**src/hw/rtl/msl_pkg.sv**
```systemverilog
// msl_pkg.sv: shared constants, field widths and controller/datapath structs
// for the multichannel slew limiter. No dependencies.
package msl_pkg;

	localparam int DEF_MAX_CHANNELS = 16;

	localparam int MODE_W    = 2;
	localparam int CHANNEL_W = 4;
	localparam int LENGTH_W  = 14;
	localparam int DT_W      = 10;
	localparam int POS_W     = 13;
	localparam int TGT_W     = 14;
	localparam int CODE_W    = 12;
	localparam int MORTON_W  = 24;
	localparam int STEP_W    = 17;
	localparam int COUNT_W   = 5;
	localparam int SPEED_W   = 16;
	localparam int CFG_IDX_W = 1;
	localparam int CFG_DATA_W = 16;
	localparam int S_TDATA_W = 32;
	localparam int S_TUSER_W = 2;
	localparam int M_TDATA_W = 40;

	localparam logic [MODE_W-1:0] MODE_PLACE  = 2'd0;
	localparam logic [MODE_W-1:0] MODE_TARGET = 2'd1;
	localparam logic [MODE_W-1:0] MODE_TICK   = 2'd2;

	localparam logic [CFG_IDX_W-1:0] REG_CHANNEL_COUNT = 1'd0;
	localparam logic [CFG_IDX_W-1:0] REG_SPEED_LIMIT   = 1'd1;

	localparam logic [COUNT_W-1:0] COUNT_RESET = 5'd0;
	localparam logic [SPEED_W-1:0] SPEED_RESET = 16'd800;
	localparam logic [CODE_W-1:0]  TELEM_RESET = 12'd2048;

	localparam logic [POS_W-1:0]  POS_MIN  = 13'd4480;
	localparam logic [POS_W-1:0]  POS_MAX  = 13'd6880;
	localparam logic [CODE_W-1:0] CODE_MAX = 12'd4095;

	// code = floor(d*4095/2400) = floor(floor(d*273/32)/5)
	localparam logic [19:0] CODE_MUL = 20'd273;
	// exact floor(y/5) for y below 2**16: (y*52429) >> 18
	localparam logic [30:0] DIV5_MUL = 31'd52429;
	// exact floor(z/125) for z below 2**23: (z*8589935) >> 30
	localparam logic [46:0] DIV125_MUL = 47'd8589935;

	typedef struct packed {
		logic capture;
		logic apply;
		logic step_mul;
		logic step_div;
		logic walk;
		logic code0;
		logic code1;
		logic code2;
		logic load_out;
	} msl_cmd_t;

	typedef struct packed {
		logic [MODE_W-1:0] mode;
		logic              active_zero;
		logic              walk_last;
	} msl_status_t;

endpackage

```
**src/hw/rtl/msl_ram.sv**
```systemverilog
// msl_ram.sv: generic single-write, single-read RAM with registered read data.
// No dependencies.
module msl_ram #(
	parameter int WIDTH = 8,
	parameter int DEPTH = 16
) (
	input  logic                     clk,
	input  logic                     we,
	input  logic [$clog2(DEPTH)-1:0] waddr,
	input  logic [WIDTH-1:0]         wdata,
	input  logic [$clog2(DEPTH)-1:0] raddr,
	output logic [WIDTH-1:0]         rdata
);

	logic [WIDTH-1:0] mem [DEPTH];

	always_ff @(posedge clk) begin
		if (we) begin
			mem[waddr] <= wdata;
		end
		rdata <= mem[raddr];
	end

endmodule

```
**src/hw/rtl/msl_ctrl.sv**
```systemverilog
// msl_ctrl.sv: controller state machine of the slew limiter; sequences capture,
// step calculation, channel walk, code pipeline and result handoff. Uses msl_pkg.
module msl_ctrl
	import msl_pkg::*;
(
	input  logic        clk,
	input  logic        arst_n,
	input  logic        in_valid,
	output logic        in_ready,
	output logic        out_valid,
	input  logic        out_ready,
	input  msl_status_t status,
	output msl_cmd_t    cmd
);

	typedef enum logic [3:0] {
		ST_IDLE,
		ST_DECODE,
		ST_STEP_MUL,
		ST_STEP_DIV,
		ST_WALK,
		ST_CODE0,
		ST_CODE1,
		ST_CODE2,
		ST_OUT
	} state_t;

	state_t state_q;
	logic   in_ready_q;
	logic   out_valid_q;

	assign in_ready  = in_ready_q;
	assign out_valid = out_valid_q;

	always_ff @(posedge clk or negedge arst_n) begin
		if (!arst_n) begin
			state_q     <= ST_IDLE;
			in_ready_q  <= 1'b1;
			out_valid_q <= 1'b0;
		end else begin
			if (state_q == ST_OUT && (!out_valid_q || out_ready)) begin
				out_valid_q <= 1'b1;
			end else if (out_valid_q && out_ready) begin
				out_valid_q <= 1'b0;
			end
			case (state_q)
				ST_IDLE: begin
					if (in_valid && in_ready_q) begin
						in_ready_q <= 1'b0;
						state_q    <= ST_DECODE;
					end
				end
				ST_DECODE: begin
					if (status.mode == MODE_TICK) begin
						state_q <= ST_STEP_MUL;
					end else begin
						state_q <= ST_CODE0;
					end
				end
				ST_STEP_MUL: state_q <= ST_STEP_DIV;
				ST_STEP_DIV: begin
					if (status.active_zero) begin
						state_q <= ST_CODE0;
					end else begin
						state_q <= ST_WALK;
					end
				end
				ST_WALK: begin
					if (status.walk_last) begin
						state_q <= ST_CODE0;
					end
				end
				ST_CODE0: state_q <= ST_CODE1;
				ST_CODE1: state_q <= ST_CODE2;
				ST_CODE2: state_q <= ST_OUT;
				ST_OUT: begin
					if (!out_valid_q || out_ready) begin
						in_ready_q  <= 1'b1;
						state_q     <= ST_IDLE;
					end
				end
				default: state_q <= ST_IDLE;
			endcase
		end
	end

	always_comb begin
		cmd = '0;
		case (state_q)
			ST_IDLE:     cmd.capture  = in_valid && in_ready_q;
			ST_DECODE:   cmd.apply    = 1'b1;
			ST_STEP_MUL: cmd.step_mul = 1'b1;
			ST_STEP_DIV: cmd.step_div = 1'b1;
			ST_WALK:     cmd.walk     = 1'b1;
			ST_CODE0:    cmd.code0    = 1'b1;
			ST_CODE1:    cmd.code1    = 1'b1;
			ST_CODE2:    cmd.code2    = 1'b1;
			ST_OUT:      cmd.load_out = !out_valid_q || out_ready;
			default:     cmd = '0;
		endcase
	end

endmodule

```
**src/hw/rtl/msl_datapath.sv**
```systemverilog
// msl_datapath.sv: configuration registers, position/target memories, step
// divider, channel update, code pipeline and result register. Uses msl_pkg, msl_ram.
module msl_datapath
	import msl_pkg::*;
#(
	parameter int MAX_CHANNELS = DEF_MAX_CHANNELS
) (
	input  logic                  clk,
	input  logic                  arst_n,
	input  logic                  cfg_we,
	input  logic [CFG_IDX_W-1:0]  cfg_index,
	input  logic [CFG_DATA_W-1:0] cfg_data,
	input  logic [S_TDATA_W-1:0]  in_data,
	input  logic [S_TUSER_W-1:0]  in_user,
	output logic [M_TDATA_W-1:0]  out_data,
	input  msl_cmd_t              cmd,
	output msl_status_t           status
);

	localparam int AW = $clog2(MAX_CHANNELS);
	localparam int CW = $clog2(MAX_CHANNELS + 1);

	logic [COUNT_W-1:0]   channel_count_q;
	logic [SPEED_W-1:0]   speed_limit_q;
	logic [CODE_W-1:0]    telemetry_q;
	logic [MODE_W-1:0]    mode_q;
	logic [CHANNEL_W-1:0] channel_q;
	logic [LENGTH_W-1:0]  length_q;
	logic [DT_W-1:0]      dt_q;
	logic                 ok_q;
	logic [25:0]          prod_s1;
	logic [STEP_W-1:0]    step_q;
	logic [AW-1:0]        idx_q;
	logic [POS_W-1:0]     pos0_q;
	logic [POS_W-1:0]     pos1_q;
	logic [19:0]          code_s1;
	logic [CODE_W-1:0]    code0_q;
	logic [CODE_W-1:0]    code1_q;
	logic [M_TDATA_W-1:0] out_q;

	logic [CW-1:0]     active_n;
	logic              ch_ok;
	logic              len_ok;
	logic [AW-1:0]     ch_addr;
	logic              pos_we;
	logic [AW-1:0]     pos_waddr;
	logic [POS_W-1:0]  pos_wdata;
	logic              tgt_we;
	logic [AW-1:0]     raddr;
	logic [POS_W-1:0]  pos_rd;
	logic [TGT_W-1:0]  tgt_rd;
	logic [46:0]       div_prod;
	logic [17:0]       pw;
	logic [17:0]       tw;
	logic [17:0]       sw;
	logic [17:0]       moved;
	logic [POS_W-1:0]  new_pos;
	logic [POS_W-1:0]  code_src;
	logic [CODE_W-1:0] code_d;
	logic [19:0]       code_mul;
	logic [30:0]       div5_prod;
	logic [12:0]       code_full;
	logic [CODE_W-1:0] code_sat;
	logic [CODE_W-1:0] telem_next;
	logic [MORTON_W-1:0] morton;

	function automatic logic [MORTON_W-1:0] interleave(input logic [CODE_W-1:0] a,
			input logic [CODE_W-1:0] b);
		logic [MORTON_W-1:0] m;
		m = '0;
		for (int i = 0; i < CODE_W; i++) begin
			m[2*i]   = a[i];
			m[2*i+1] = b[i];
		end
		return m;
	endfunction

	// configuration
	always_ff @(posedge clk or negedge arst_n) begin
		if (!arst_n) begin
			channel_count_q <= COUNT_RESET;
			speed_limit_q   <= SPEED_RESET;
		end else if (cfg_we) begin
			case (cfg_index)
				REG_CHANNEL_COUNT: channel_count_q <= cfg_data[COUNT_W-1:0];
				REG_SPEED_LIMIT:   speed_limit_q   <= cfg_data[SPEED_W-1:0];
				default: ;
			endcase
		end
	end

	assign active_n = (32'(channel_count_q) > MAX_CHANNELS) ? CW'(MAX_CHANNELS)
		: CW'(channel_count_q);

	assign status.mode        = mode_q;
	assign status.active_zero = (active_n == '0);
	assign status.walk_last   = ((32'(idx_q) + 32'd1) == 32'(active_n));

	// item decode
	assign ch_ok   = (32'(channel_q) < MAX_CHANNELS);
	assign len_ok  = (length_q >= LENGTH_W'(POS_MIN)) && (length_q <= LENGTH_W'(POS_MAX));
	assign ch_addr = AW'(channel_q);

	always_ff @(posedge clk) begin
		if (cmd.capture) begin
			channel_q <= in_data[3:0];
			length_q  <= in_data[17:4];
			dt_q      <= in_data[27:18];
		end
	end

	always_ff @(posedge clk or negedge arst_n) begin
		if (!arst_n) begin
			mode_q <= MODE_PLACE;
			ok_q   <= 1'b0;
		end else begin
			if (cmd.capture) begin
				mode_q <= in_user;
			end
			if (cmd.apply) begin
				case (mode_q)
					MODE_PLACE:  ok_q <= ch_ok && len_ok;
					MODE_TARGET: ok_q <= ch_ok;
					MODE_TICK:   ok_q <= 1'b1;
					default:     ok_q <= 1'b0;
				endcase
			end
		end
	end

	// step = floor(speed*dt/1000)
	assign div_prod = 47'(prod_s1[25:3]) * DIV125_MUL;

	always_ff @(posedge clk) begin
		if (cmd.step_mul) begin
			prod_s1 <= 26'(speed_limit_q) * 26'(dt_q);
		end
		if (cmd.step_div) begin
			step_q <= div_prod[46:30];
		end
	end

	// channel walk
	always_ff @(posedge clk) begin
		if (cmd.step_div) begin
			idx_q <= '0;
		end else if (cmd.walk) begin
			idx_q <= idx_q + AW'(1);
		end
	end

	assign raddr = cmd.walk ? (idx_q + AW'(1)) : '0;

	assign pw = 18'(pos_rd);
	assign tw = 18'(tgt_rd);
	assign sw = 18'(step_q);

	always_comb begin
		if (tw >= pw) begin
			moved = ((tw - pw) <= sw) ? tw : (pw + sw);
		end else begin
			moved = ((pw - tw) <= sw) ? tw : (pw - sw);
		end
		if (moved < 18'(POS_MIN)) begin
			new_pos = POS_MIN;
		end else if (moved > 18'(POS_MAX)) begin
			new_pos = POS_MAX;
		end else begin
			new_pos = moved[POS_W-1:0];
		end
	end

	assign pos_we    = cmd.walk || (cmd.apply && mode_q == MODE_PLACE && ch_ok && len_ok);
	assign pos_waddr = cmd.walk ? idx_q : ch_addr;
	assign pos_wdata = cmd.walk ? new_pos : length_q[POS_W-1:0];
	assign tgt_we    = cmd.apply && ch_ok && (mode_q == MODE_PLACE ? len_ok
		: mode_q == MODE_TARGET);

	msl_ram #(
		.WIDTH(POS_W),
		.DEPTH(MAX_CHANNELS)
	) u_pos_ram (
		.clk  (clk),
		.we   (pos_we),
		.waddr(pos_waddr),
		.wdata(pos_wdata),
		.raddr(raddr),
		.rdata(pos_rd)
	);

	msl_ram #(
		.WIDTH(TGT_W),
		.DEPTH(MAX_CHANNELS)
	) u_tgt_ram (
		.clk  (clk),
		.we   (tgt_we),
		.waddr(ch_addr),
		.wdata(length_q),
		.raddr(raddr),
		.rdata(tgt_rd)
	);

	// copies of channels 0 and 1 for telemetry and interleave
	always_ff @(posedge clk) begin
		if (pos_we && pos_waddr == AW'(0)) begin
			pos0_q <= pos_wdata;
		end
		if (pos_we && pos_waddr == AW'(1)) begin
			pos1_q <= pos_wdata;
		end
	end

	// code pipeline
	assign code_src  = cmd.code0 ? pos0_q : pos1_q;
	assign code_d    = (code_src > POS_MIN) ? CODE_W'(code_src - POS_MIN) : '0;
	assign code_mul  = 20'(code_d) * CODE_MUL;
	assign div5_prod = 31'(code_s1[19:5]) * DIV5_MUL;
	assign code_full = div5_prod[30:18];
	assign code_sat  = (code_full > 13'(CODE_MAX)) ? CODE_MAX : code_full[CODE_W-1:0];

	always_ff @(posedge clk) begin
		if (cmd.code0 || cmd.code1) begin
			code_s1 <= code_mul;
		end
		if (cmd.code1) begin
			code0_q <= code_sat;
		end
		if (cmd.code2) begin
			code1_q <= code_sat;
		end
	end

	// result
	assign telem_next = (mode_q == MODE_TICK && !status.active_zero) ? code0_q : telemetry_q;
	assign morton     = (32'(active_n) >= 32'd2) ? interleave(code0_q, code1_q) : '0;

	always_ff @(posedge clk or negedge arst_n) begin
		if (!arst_n) begin
			telemetry_q <= TELEM_RESET;
		end else if (cmd.load_out) begin
			telemetry_q <= telem_next;
		end
	end

	always_ff @(posedge clk) begin
		if (cmd.load_out) begin
			out_q <= {3'b000, morton, telem_next, ok_q};
		end
	end

	assign out_data = out_q;

endmodule

```
**src/hw/rtl/multichannel_slew_limiter.sv**
```systemverilog
// multichannel_slew_limiter.sv: top level of the multichannel slew limiter.
// Joins msl_ctrl and msl_datapath; uses msl_pkg.
//
// channel   handshake                    payload
// s_axis    s_axis_tvalid/s_axis_tready  tuser mode; tdata channel, length, dt_ms
// m_axis    m_axis_tvalid/m_axis_tready  tdata accepted, stroke_code, morton_index
// cfg       cfg_we                       cfg_index, cfg_data
//
// place, set target and rejected items go through decode, the code pipeline and the
// output state before the next accept; a tick adds the step multiply and divide and
// a walk through the position and target memories one channel per cycle
// a stalled result waits in the output register and the next item is taken meanwhile
// after reset: channel_count 0, speed_limit 800, telemetry code 2048; no clearing pass
module multichannel_slew_limiter
	import msl_pkg::*;
#(
	parameter int MAX_CHANNELS = DEF_MAX_CHANNELS
) (
	input  logic                  clk,
	input  logic                  arst_n,
	input  logic                  cfg_we,
	input  logic [CFG_IDX_W-1:0]  cfg_index,
	input  logic [CFG_DATA_W-1:0] cfg_data,
	input  logic                  s_axis_tvalid,
	output logic                  s_axis_tready,
	input  logic [S_TDATA_W-1:0]  s_axis_tdata,  // channel, length, dt_ms
	input  logic [S_TUSER_W-1:0]  s_axis_tuser,  // mode
	output logic                  m_axis_tvalid,
	input  logic                  m_axis_tready,
	output logic [M_TDATA_W-1:0]  m_axis_tdata   // accepted, stroke_code, morton_index
);

	msl_cmd_t    cmd;
	msl_status_t status;

	msl_ctrl u_ctrl (
		.clk      (clk),
		.arst_n   (arst_n),
		.in_valid (s_axis_tvalid),
		.in_ready (s_axis_tready),
		.out_valid(m_axis_tvalid),
		.out_ready(m_axis_tready),
		.status   (status),
		.cmd      (cmd)
	);

	msl_datapath #(
		.MAX_CHANNELS(MAX_CHANNELS)
	) u_datapath (
		.clk      (clk),
		.arst_n   (arst_n),
		.cfg_we   (cfg_we),
		.cfg_index(cfg_index),
		.cfg_data (cfg_data),
		.in_data  (s_axis_tdata),
		.in_user  (s_axis_tuser),
		.out_data (m_axis_tdata),
		.cmd      (cmd),
		.status   (status)
	);

endmodule

```
**config.mk**
```make
export PLATFORM = sky130hd
export DESIGN_NAME = multichannel_slew_limiter
export DESIGN_NICKNAME = d
export VERILOG_FILES = /design/src/hw/rtl/msl_pkg.sv /design/src/hw/rtl/msl_ram.sv /design/src/hw/rtl/msl_ctrl.sv /design/src/hw/rtl/msl_datapath.sv /design/src/hw/rtl/multichannel_slew_limiter.sv
export SDC_FILE = /design/constraint.sdc
export NUM_CORES = 2
export LEC_CHECK = 0
export BUFFER_PORTS_ARGS = -buffer_cell sky130_fd_sc_hd__clkbuf_2
export CAP_MARGIN = 20
export CORE_ASPECT_RATIO = 0.9
export CORE_MARGIN = 4
export CORE_UTILIZATION = 55
export CTS_CLUSTER_DIAMETER = 80
export DETAILED_ROUTE_END_ITERATION = 10
export GPL_ROUTABILITY_DRIVEN = 1
export PLACE_DENSITY = 0.74
export SLEW_MARGIN = 10
export SYNTH_ARGS = -nofsm -noshare
export SYNTH_HDL_FRONTEND = slang
export SYNTH_SLANG_ARGS = --single-unit
export TNS_END_PERCENT = 30
```
**constraint.sdc**
```tcl
create_clock -name clk -period 6.42 [get_ports clk]
set_input_delay 0.642 -clock clk [delete_from_list [all_inputs] [get_ports clk]]
set_output_delay 0.642 -clock clk [all_outputs]
set_load 0.02 [all_outputs]
```
Yosys cells after proc, flatten, opt, wreduce, memory -nomap -nowiden
Memories as Yosys holds them, arrays and structs flattened. A register that Yosys moved wholly into a read port is not among the register bits. Index checks and enable logic that the tools add are counted.

Add/sub/neg operators: 7. Shift-type cells: 0. Equal/unequal tests: 15. Reduce and logical (&&, ||, !) cells: 26. Muxes and demuxes: 39. Div/mod/pow operators: 0. Magnitude comparators: 11. Bitwise gates (word level): 1. Multipliers: 4.

Operators by type and width (count): $mux W18 (3); $mux W13 (4); $mul A23 B24 Y47 const B (1); $le A18 B17 Y1 (2); $mux W12 (3); $pmux W4 S9 (1); $eq A32 B5 Y1 (1); $mul A15 B16 Y31 const B (1); $mul A16 B10 Y26 (1); $mul A12 B9 Y20 const B (1); $mux W4 (5); $mux W1 (19); $add A13 B17 Y18 (1); $gt A18 B13 Y1 const B (1); $lt A18 B13 Y1 const B (1); $sub A13 B17 Y18 (1); $eq A4 B3 Y1 const B (4); $sub A13 B14 Y15 (1); $sub A14 B13 Y15 (1); $ge A14 B13 Y1 (1); $ge A14 B13 Y1 const B (1); $le A14 B13 Y1 const B (1); $gt A13 B12 Y1 const B (1); $gt A13 B13 Y1 const B (1); 26 further kinds (46).

Memories: 2. Input bits: 56. RAM bits: 432. Logic and storage cells: 126. Output and inout port bits: 42. Latch bits: 0. Memory bits (read-only): 0. Bits in registers: 224.

Memories: u_datapath.u_tgt_ram.mem (depth 16, bits a word 14, rd ports 1, clocked after Yosys merged registers in 1, write ports 1, RTL line msl_ram.sv:15) `logic [WIDTH-1:0] mem [DEPTH];`; u_datapath.u_pos_ram.mem (depth 16, bits a word 13, rd ports 1, clocked after Yosys merged registers in 1, write ports 1, RTL line msl_ram.sv:15).

Longest topological paths before layout
Depth in word-level cells: 8. Gate-level depth with buffers: 29. Gate-level depth less buffers: 26.

Modules after synthesis
From an unflattened synthesis, not the netlist that was laid out.

Cells, all modules: 3574. Area total of the unflattened synthesis: 46230.6 um^2.

By module, submodules not included: msl_datapath (instances 1, cells an instance 2798, seq. area each 6090.8 um^2, area each 28855.2 um^2); msl_ram (u_datapath.u_tgt_ram) (instances 1, cells an instance 379, seq. area each 7006.7 um^2, area each 8763.4 um^2); msl_ram (u_datapath.u_pos_ram) (instances 1, cells an instance 355, seq. area each 6506.2 um^2, area each 8242.9 um^2); msl_ctrl (instances 1, cells an instance 42, seq. area each 151.4 um^2, area each 369.1 um^2).

Least setup slack after synthesis
Ideal clock, no wire load.

Path type: flip-flop to flip-flop. From: register u_datapath.prod_s1[23]. To: register u_datapath.step_q[15], data pin. Data required time: 6.161 ns. Cell stages (with the launch flop): 23. Library setup time: 0.259 ns. Period minus slack after synthesis: 6.583 ns. Slack: -0.163 ns. Data arrival time: 6.324 ns. Path buffers: 0. Cells stage by stage: edfxtp_1 -> fa_1 -> fa_1 -> inv_1 -> fa_1 -> inv_1 -> fa_1 -> fa_1 -> fa_1 -> inv_1 -> fa_1 -> inv_1 -> ha_1 -> a21oi_1 -> nor2b_1 -> o21ai_0 -> nand3_1 -> o31ai_1 -> a211oi_1 -> a31o_2 -> a221o_1 -> a21oi_1 -> xnor2_1.

Longest elaborated chain between the ends: 1.

RTL lines: start: declaration (RTL line msl_datapath.sv:31) `logic [25:0] prod_s1;`; start signal: assignment (RTL line msl_datapath.sv:136) `prod_s1 <= 26'(speed_limit_q) * 26'(dt_q);`; $mul A23 B24 Y47 (RTL line msl_datapath.sv:132) `assign div_prod = 47'(prod_s1[25:3]) * DIV125_MUL;`; via u_datapath.div_prod[45] (RTL line msl_datapath.sv:52) `logic [46:0] div_prod;`; end signal: assignment (RTL line msl_datapath.sv:139) `step_q <= div_prod[46:30];`; end: declaration (RTL line msl_datapath.sv:32) `logic [STEP_W-1:0] step_q;`.

The timed path passes the listed nets, and every way through them passes these cells. A chain may end at the register's enable or synchronous reset.

Final worst setup path
From: register u_datapath.prod_s1[23]. To: register u_datapath.step_q[16], data pin.

Same word-level chain as after synthesis.

==> flow_metrics.py <==
metrics = {
    "synth": {
        "synth-edff-count": 576,
        "synth_cell_types": 96,
        "ys_warn_count": 0,
        "yosysSeqAreaShare": 0.410,
        "synth_cells": 3951,
        "synth_area_sq_um": 46200,
        "ys.flop_type": "edfxtp_1",
        "synth_area_per_cell_sq_um": 11.7,
        "async_flop_share": 0.0647,
        "ys_ff_latch": 649,
    },
    "global_routing": {
        "grt_pass1_wl_um": 172000,
        "grt_max_degree": 72,
        "grtUsageTotal": 0.247,
        "grt_antenna_before_repair": 0,
        "grt_pass1_vias": 30900,
        "grt_overflow_total": 0,
    },
    "clock_network": {
        "cts_buffers": 69,
        "cts_root_buffer": "clkbuf_16",
        "htreeDepth": 3,
        "clockBufferDepth": 3,
        "worstSkewPairLatency_ns": 0.66,
        "cts_sinks": 649,
        "clkTransAtPathRegs_ns": 0.06,
        "cts_tree": "built",
    },
    "layout": {
        "layout_commonest_cell": "inv_1",
        "most-common-layout-cells": "inv_1 (580), edfxtp_1 (576), ha_1 (538)",
        "fin_nets": 5100,
        "post-route-cell-area_sq_um": 51800,
        "synthToLayoutAreaGrowth_pct": 12.1,
        "layout-drive-gt1-share": 0.166,
        "diodes": 0,
    },
    "timing": {
        "maxSlewViolCount": 0,
        "worst_pin_slew_ns": 1.06,
        "rsz0062_at_grt": "true",
        "min_period_ns": 6.60,
        "setup_violations": 8,
        "timing.final.crit_share": 1.03,
        "worst_slack_ns": -0.183,
        "finalHoldViolations": 0,
        "skew_ns": 0.0481,
        "finalSetupTns_ns": -0.733,
        "whs_ns": 0.121,
        "fmax_mhz": 151,
        "slew_headroom": 0.290,
    },
    "place": {
        "gp_congestion": 0.942,
        "dp_hpwl_um": 82100,
        "port_buffers": 90,
        "dpl-instance-area_sq_um": 49300,
        "place_ws_ns": -0.329,
    },
    "route": {
        "firstDrtPassIters": 5,
        "drt_iter0_drc": 2796,
        "wl_per_cell_um": 20.5,
        "num_vias": 30900,
        "ant_nets": 0,
        "routed_wirelength_um": 109000,
        "drc": 0,
        "drt-vias-per-instance": 5.77,
    },
    "setup_path": {
        "start_kind": "register",
        "critPathMaxStageDelay_ns": 0.63,
        "required_ns": 6.78,
        "worstSetupPathType": "register to register",
        "path_buf_inv": 4,
        "r2r_cells": 23,
        "crit_cells": 23,
        "cpMostUsedCell": "fa_1",
        "worst-endpoint-arrival_ns": 6.96,
        "cp_top_family": "adder cells",
        "crit_slowest_cell": "fa_2",
        "critical_path.cell_chain": "fa_2 > inv_2 > fa_1 > inv_2 > fa_1 > fa_2 > fa_1 > inv_1 > fa_1 > inv_1 > fa_1 > ha_1 > o21a_1 > o21a_1 > o21ai_1 > a21oi_1 > o22a_1 > o31ai_4 > a211oi_2 > a31o_2 > a221o_1 > a21oi_2 > o21bai_1",
        "path_max_fanout": 3,
        "worst_setup_path_end_kind": "register",
    },
    "die": {
        "fp.dieH_um": 283,
        "initial_core_util": 0.557,
        "row_count": 100,
        "core-area_sq_um": 83100,
        "die-area_sq_um": 88800,
        "io_pins": 98,
        "die_w_um": 314,
    },
    "outcome": {
        "violations": "negative setup slack",
        "status": "complete, but fails checks",
    },
    "flow_run": {
        "cap_violations": 0,
    },
    "hold_path": {
        "hold_path.class": "input pin to asynchronous set/reset pin",
    },
    "power_and_ir_drop": {
        "p_per_area_nw_per_um2": 232,
        "max-vdd-ir-drop_v": 0.000476,
        "total_power_uw": 12000,
        "leakage_uw": 0.0227,
    },
}
-- cell type report --
cell class	count	area (sq um)
Clock buffer	90	1820
Clock inverter	35	463
Fill cell	6491	31200
Inverter	585	2200
Multi-Input combinational cell	2565	24800
Sequential cell	649	19000
Tap cell	1122	1400
Timing Repair Buffer	306	2210
-- cells in the mapped netlist, types with 9 or more instances --
cell type,n,area share
a21o_1,50,0.0081
o211ai_1,9,0.0015
nor3_1,38,0.0041
nor2_1,145,0.012
o32ai_1,28,0.0053
o21ai_0,58,0.0063
and2_1,91,0.012
o21a_1,13,0.0021
xor2_1,39,0.0074
dfrtp_1,37,0.020
a21oi_1,189,0.020
xnor2_1,73,0.014
a31oi_1,14,0.0019
nand2_1,331,0.027
inv_1,584,0.047
nand4_1,21,0.0028
fa_1,329,0.14
a211oi_1,11,0.0018
or3_1,9,0.0012
a211o_1,11,0.0021
dfxtp_1,31,0.013
nand3_1,27,0.0029
nand2b_1,31,0.0042
o21bai_1,17,0.0028
o22ai_1,34,0.0046
buf_2,14,0.0015
ha_1,539,0.15
a221oi_1,85,0.016
clkbuf_1,127,0.010
mux2_2,194,0.047
nor2b_1,22,0.0030
edfxtp_1,576,0.37
and3_1,14,0.0019
-- flip-flops by register name, summed over array words and instances (netlist names), 2 cells and up --
register,cells
u_datapath.u_pos_ram.rdata,13
u_datapath.mode_q,2
u_datapath.u_tgt_ram.rdata,14
u_datapath.speed_limit_q,16
u_datapath.out_data,37
u_datapath.code_s1,15
u_datapath.dt_q,10
u_datapath.prod_s1,23
u_datapath.telemetry_q,12
u_datapath.ch_addr,4
u_datapath.idx_q,4
u_datapath.channel_count_q,5
u_datapath.pos0_q,12
u_datapath.code1_q,12
u_ctrl.state_q,4
u_datapath.pos1_q,12
u_datapath.length_q,14
u_datapath.code0_q,12
u_datapath.u_tgt_ram.mem,224
u_datapath.step_q,17
u_datapath.u_pos_ram.mem,184
-- path summary, 6_finish.rpt --
path,start,end,slack (ns)
worst max-delay path,u_datapath.prod_s1[23]$_DFFE_PP_,u_datapath.step_q[16]$_DFFE_PP_,-0.18
worst min-delay path,arst_n,u_datapath.telemetry_q[8]$_DFFE_PN0P_,0.12
worst max register to register,u_datapath.prod_s1[23]$_DFFE_PP_,u_datapath.step_q[16]$_DFFE_PP_,-0.18
worst min register to register,u_datapath.telemetry_q[11]$_DFFE_PN1P_,u_datapath.telemetry_q[11]$_DFFE_PN1P_,0.47
max in group asynchronous,arst_n,u_datapath.speed_limit_q[15]$_DFFE_PN0P_,5.83
min in group clk,s_axis_tdata[18],u_datapath.dt_q[0]$_DFFE_PP_,0.16
-- power by group --
group	total, uW	switching [uW]	internal (uW)
combinational	3250	1800	1450
clock	3960	1710	2250
sequential	4800	62.6	4730
-- metrics by stage --
step,cells,util
final,5352,0.624
after global routing,5352,0.624
after CTS,5341,0.621
after detailed placement,5216,0.593
after global placement,5212,0.593
after floorplan,3953,-
-- kinds of logic (layout without fill, tap and decap cells) --
family          count (synthesis)  count (layout)  synth area share
compound gates                617             617            0.0933
xor+xnor                      112             112            0.0212
fa+ha+maj                     868             868             0.288
buf+inv                       739            1016            0.0610
flops                         649             649             0.410
mux                           201             201            0.0488
other cells                     1               3         0.0000811
simple gates                  764             764            0.0770
-- per-layer routing --
| layer | share of wire | vias up | GRT usage |
|---|---|---|---|
| li1 | - | 14200 | - |
| met1 | 0.45 | 15200 | 0.368 |
| met2 | 0.43 | 1278 | 0.367 |
| met3 | 0.090 | 180 | 0.0490 |
| met4 | 0.030 | 0 | 0.0730 |
| met5 | 0 | - | 0 |
-- timing repair --
action / 4_1_cts / 5_1_grt
hold buffers: 0 / 0
cloned: 0 / 1
endpoints found under the hold margin: 0 / 0
buffers inserted: 0 / 7
resized for setup: 7 / 35
setup endpoints to repair: 14 / 198
pin swaps: 14 / 16
Power figures use the tool's default switching activity.
